### config.mk
export PLATFORM = sky130hd
export DESIGN_NAME = sbc_div
export DESIGN_NICKNAME = d
export VERILOG_FILES = /design/src/segment_box_clipper_macros.svh /design/src/sbc_pkg.sv /design/src/sbc_div.sv
export SDC_FILE = /design/constraint.sdc
export NUM_CORES = 2
export LEC_CHECK = 0
export BUFFER_PORTS_ARGS = -buffer_cell sky130_fd_sc_hd__clkbuf_2
export CORE_MARGIN = 5
export CORE_UTILIZATION = 63
export CTS_BUF_LIST = sky130_fd_sc_hd__clkbuf_16
export DETAILED_ROUTE_END_ITERATION = 7
export PLACE_DENSITY = 0.91
export SETUP_SLACK_MARGIN = 0.1
export SLEW_MARGIN = 20
export SYNTH_ARGS = -nofsm -noshare
export SYNTH_HDL_FRONTEND = slang
export SYNTH_SLANG_ARGS = --single-unit
### constraint.sdc
create_clock -name clk_i -period 6.85 [get_ports clk_i]
set_input_delay 0.685 -clock clk_i [delete_from_list [all_inputs] [get_ports clk_i]]
set_output_delay 0.685 -clock clk_i [all_outputs]
set_load 0.005 [all_outputs]
### src/segment_box_clipper_macros.svh
// assertion macros for the segment box clipper
// used by segment_box_clipper and sbc_clip, expect clk_i and rst_ni in scope
`ifndef SEGMENT_BOX_CLIPPER_MACROS_SVH
`define SEGMENT_BOX_CLIPPER_MACROS_SVH
`ifndef SYNTH
`define SBC_ASSERT(lbl, prop) \
  lbl: assert property (@(posedge clk_i) disable iff (!rst_ni) (prop)) \
    else $error("sbc assertion failed");
`define SBC_ASSERT_IMP(lbl, pre, post) \
  `SBC_ASSERT(lbl, (pre) |-> (post))
`else
`define SBC_ASSERT(lbl, prop)
`define SBC_ASSERT_IMP(lbl, pre, post)
`endif
`endif

### src/sbc_pkg.sv
// shared widths, types and register codes of the segment box clipper
// no dependencies
package sbc_pkg;
  localparam int COORD_W = 30;
  localparam int DIFF_W = COORD_W + 1;
  localparam int MAG_W = COORD_W;
  localparam int T_FRAC_BITS = 24;
  localparam int DIV_BITS = T_FRAC_BITS + 2;
  localparam int T_W = T_FRAC_BITS + 3;
  localparam int PROD_W = T_W + DIFF_W;
  localparam int LATENCY = DIV_BITS + 5;

  localparam logic signed [COORD_W-1:0] LAT_MIN_RST = -30'sd94371840;
  localparam logic signed [COORD_W-1:0] LAT_MAX_RST = 30'sd94371840;
  localparam logic signed [COORD_W-1:0] LON_MIN_RST = -30'sd188743680;
  localparam logic signed [COORD_W-1:0] LON_MAX_RST = 30'sd188743680;

  localparam logic signed [T_W-1:0] T_ONE = T_W'(1) <<< T_FRAC_BITS;
  localparam logic [T_W-1:0] T_LIM = T_W'(1) << (T_FRAC_BITS + 1);

  typedef enum logic [1:0] {
    CFG_LAT_MIN = 2'd0,
    CFG_LAT_MAX = 2'd1,
    CFG_LON_MIN = 2'd2,
    CFG_LON_MAX = 2'd3
  } cfg_idx_e;

  typedef struct packed {
    logic signed [COORD_W-1:0] a_lat;
    logic signed [COORD_W-1:0] a_lon;
    logic signed [DIFF_W-1:0] d_lat;
    logic signed [DIFF_W-1:0] d_lon;
    logic rej;
  } side_t;
endpackage

### src/sbc_div.sv
// pipelined restoring divider, one quotient bit per stage, saturating
// depends on sbc_pkg
module sbc_div (
  input  logic clk_i,
  input  logic [sbc_pkg::MAG_W-1:0] mp_i,
  input  logic [sbc_pkg::MAG_W-1:0] mq_i,
  input  logic sat_i,
  input  logic neg_i,
  output logic signed [sbc_pkg::T_W-1:0] t_o
);
  localparam int NB = sbc_pkg::DIV_BITS;
  localparam int MW = sbc_pkg::MAG_W;

  logic [MW-1:0] rem_q [0:NB];
  logic [MW-1:0] mp_q [0:NB];
  logic [NB-1:0] quo_q [0:NB];
  logic [1:0] nb_q [0:NB];
  logic sat_q [0:NB];
  logic neg_q [0:NB];

  assign rem_q[0] = {2'b00, mq_i[MW-1:2]};
  assign mp_q[0] = mp_i;
  assign quo_q[0] = '0;
  assign nb_q[0] = mq_i[1:0];
  assign sat_q[0] = sat_i;
  assign neg_q[0] = neg_i;

  for (genvar k = 0; k < NB; k++) begin : g_stage
    logic [MW:0] r_sh, diff;
    logic ge;
    assign r_sh = {rem_q[k], nb_q[k][1]};
    assign diff = r_sh - {1'b0, mp_q[k]};
    assign ge = r_sh >= {1'b0, mp_q[k]};
    always_ff @(posedge clk_i) begin
      rem_q[k+1] <= ge ? diff[MW-1:0] : r_sh[MW-1:0];
      mp_q[k+1] <= mp_q[k];
      quo_q[k+1] <= {quo_q[k][NB-2:0], ge};
      nb_q[k+1] <= {nb_q[k][0], 1'b0};
      sat_q[k+1] <= sat_q[k];
      neg_q[k+1] <= neg_q[k];
    end
  end

  logic [sbc_pkg::T_W-1:0] quo_ext, mag;
  assign quo_ext = sbc_pkg::T_W'(quo_q[NB]);
  assign mag = (sat_q[NB] || quo_ext > sbc_pkg::T_LIM) ? sbc_pkg::T_LIM : quo_ext;
  assign t_o = neg_q[NB] ? -$signed(mag) : $signed(mag);
endmodule

==> results.py <==
metrics = {
    "drt": {
        "vias_per_cell": 5.843,
        "wl_per_cell_um": 17.70,
        "drt-total-wl_um": 201400,
        "drt_drc_violations_left": 6,
        "wl_met2_um": 99430,
        "vias": 66500,
        "highest_layer": "met5",
        "wl_met1_um": 81740,
        "dr.pass1.iters": 8,
        "routed-wl-met3_um": 12380,
        "drtIter0Drc": 5742,
        "postRouteAntennaNets": 0,
    },
    "logic_synthesis": {
        "yosysSeqAreaShare_pct": 44.45,
        "synth_xor_area_share_pct": 6.374,
        "synthFlopType": "dfxtp_1",
        "synth_cell_types": 99,
        "synth_most_common_cell": "dfxtp_1",
        "ys_ff_latch": 1904,
        "ys_top_cells_by_area": "dfxtp_1, ha_1, o21ai_0, inv_1, a21oi_1",
        "synth-adder-area-share_pct": 11.95,
        "muxShareOfSynthArea_pct": 2.486,
        "synth.avg_cell_area_sq_um": 9.216,
        "synthesis.area_sq_um": 85750,
        "yosysTopAreaCell": "dfxtp_1",
        "yosys.area.top_type_share_pct": 44.45,
        "synth_top_family_by_area": "compound AO/OA/AOI/OAI gates",
        "ys_warn_count": 0,
        "synth_simple_gate_area_share_pct": 11.59,
        "synth_commonest_cells": "dfxtp_1, inv_1, ha_1",
        "syn_inst": 9304,
        "syn_nets": 10170,
        "async_reset_ff_share_pct": 0,
        "synth_compound_area_share_pct": 17.92,
        "synth_edf_count": 0,
    },
    "sta": {
        "setup-tns-final_ps": 0,
        "period_share_pct": 78.21,
        "worst_slew_pin_slew_ps": 1112,
        "period_needed_ps": 5357,
        "maxSlewViolCount": 0,
        "hold_viol": 0,
        "slew_headroom_pct": 25.73,
        "final-setup-viol-count": 0,
        "skew_ps": 55.49,
        "rsz0062_at_grt": "false",
        "hold_slack_ps": 119.2,
        "fmax_mhz": 186.7,
    },
    "final_layout": {
        "drive_gt1_share_pct": 6.605,
        "area_growth_pct": 10.04,
        "nets": 10320,
        "fin_util_pct": 69.74,
    },
    "clock_tree": {
        "cts_max_level": 4,
        "root_buffer": "clkbuf_16",
        "postCtsSetupBuffers": 0,
        "numCtsBuffers": 185,
        "path_clk_slew_ps": 70,
        "cts_tree": "built",
        "cts_sinks": 1904,
        "clock_path_buffers": 3,
        "clock_latency_ps": 820,
    },
    "global_routing": {
        "grtUsageTotal_pct": 27.18,
        "grt_pass1_wl_um": 323400,
        "grt_max_degree": 61,
        "grt.overflow.total": 0,
        "antenna_found_initial": 4,
        "grt_pass1_vias": 65400,
    },
    "hold_path": {
        "hold_start": "mq_i[16]",
        "holdPathStages": 2,
        "hold_class": "input pin to register",
        "hold-path-endpoint": "g_stage[1].r_sh[16]",
    },
    "critical_path": {
        "r2r.worst_path.cells": 13,
        "worst-path-buf-inv": 1,
        "r2r-end": "g_stage[13].r_sh[7]",
        "worstPathRequired_ps": 6160,
        "path_cells": "or3_1, nor4_1, nand3_1, o21ai_0, nor2b_1, nand2_1, ha_1, nand2_1, nor2_1, nor2_1, a31o_2, and2_1, a31oi_1, o21ai_0, clkbuf_2",
        "slowest_delay_ps": 630,
        "slowest_stage": "nor2b_1",
        "start_kind": "register",
        "crit_family": "simple AND/OR/NAND/NOR gates",
        "path_class": "register to output pin",
        "end_kind": "output pin",
        "cp_max_fo": 10,
        "r2r-start": "mp_q[424]",
        "r2r_setup_slack_ps": 2460,
        "crit_arrival_ps": 4670,
    },
    "run_status": {
        "status": "finished, violations left",
        "violations": "DRC",
    },
    "floorplanning": {
        "die_area_sq_um": 143600,
        "coreArea_sq_um": 135300,
        "ios": 90,
        "die_y_um": 378.9,
        "initial_core_util_pct": 63.38,
        "die_width_um": 378.9,
        "num_rows": 135,
    },
    "power": {
        "power_leakage_nw": 44.47,
        "vdd_drop_max_v": 0.0003099,
        "power_density_nw_per_um2": 541.3,
    },
    "place": {
        "place.gp.congestion": 0.9522,
        "hpwl_um": 148700,
        "io_buffers": 89,
    },
    "run": {
        "cap_violations": 0,
    },
}
routing by layer:
metal,global-route usage (%),vias up
met2,48.31,2320
met1,33.02,31230
met3,4.329,590
met4,10.61,2
met5,0,-
li1,-,32360
report_power, final:
group | switching, mW | total [mW] | internal [mW]
Combinational | 13.7 | 24.0 | 10.3
Sequential | 2.14 | 17.0 | 14.8
Clock | 4.40 | 10.1 | 5.66
worst max path at each step:
stage	start	end	slack (ps)	depth (start not counted)
floorplan	quo_ext[8]	t_o[24]	3220	15
global placement	quo_ext[8]	t_o[24]	2370	15
detailed placement	quo_ext[8]	t_o[20]	2400	15
CTS	quo_ext[8]	t_o[20]	1460	15
global route	quo_ext[8]	t_o[24]	1020	15
finish	quo_ext[8]	t_o[18]	1490	15
repair_timing:
action | CTS | global route
hold buffers | 33 | 0
endpoints found under the hold margin | 33 | 0
resized for setup | 0 | 0
final cells by class:
| type | instances | area, sq um |
|---|---|---|
| Antenna cell | 1 | 2.502 |
| Clock buffer | 185 | 4629 |
| Clock inverter | 152 | 1493 |
| Fill cell | 9604 | 40940 |
| Inverter | 975 | 3660 |
| Multi-Input combinational cell | 6238 | 43270 |
| Sequential cell | 1904 | 38120 |
| Tap cell | 1781 | 2228 |
| Timing Repair Buffer | 145 | 960.9 |
worst register-to-register path, cell delays in order (launching register included):
cell	delay [ps]
dfxtp_1	330
inv_1	50
ha_1	360
a21o_1	220
a21oi_1	280
a2bb2oi_1	190
a21oi_1	120
a31oi_1	490
o311ai_1	180
o211ai_1	230
a2bb2oi_1	300
o311a_1	660
buf_4	450
mux2_2	390
logic make-up after synthesis:
logic type	Yosys count
AOI/OAI and AO/OA	2498
and+or+nand+nor	2121
DFF	1904
buffers and inverters	1162
adders and majority gates	804
xor gates and xnor gates	624
muxes	191
placed cells by master (no fill, tap or decap), types with 139 or more instances in the layout:
master | Yosys | routed
clkbuf_16 | 0 | 185
mux2_2 | 174 | 174
xor2_1 | 279 | 279
xnor2_1 | 345 | 345
nand2_1 | 761 | 761
dfxtp_1 | 1904 | 1904
ha_1 | 779 | 779
nor2_1 | 511 | 510
nand3_1 | 139 | 139
o21ai_0 | 763 | 763
a21o_1 | 381 | 381
a21oi_1 | 697 | 697
inv_1 | 974 | 1009
registers in the layout, indices dropped and copies added, names as in the netlist:
signal        flops
sat_q            26
mp_q            750
quo_ext          26
quo_q           325
g_stage.r_sh    751
neg_q            26
metrics by stage:
step                area, sq um  power, mW  worst slack [ps]  std cells
finish                    94360      51.07              1493      11380
global route              94350      54.63              1015      11380
CTS                       94330      50.83              1456      11380
detailed placement        87880      40.29              2399      11010
global placement          87880      39.29              2368      11010
floorplan                 85750      34.90              3218       9304
Note: power is estimated with default switching activity, not from simulation.
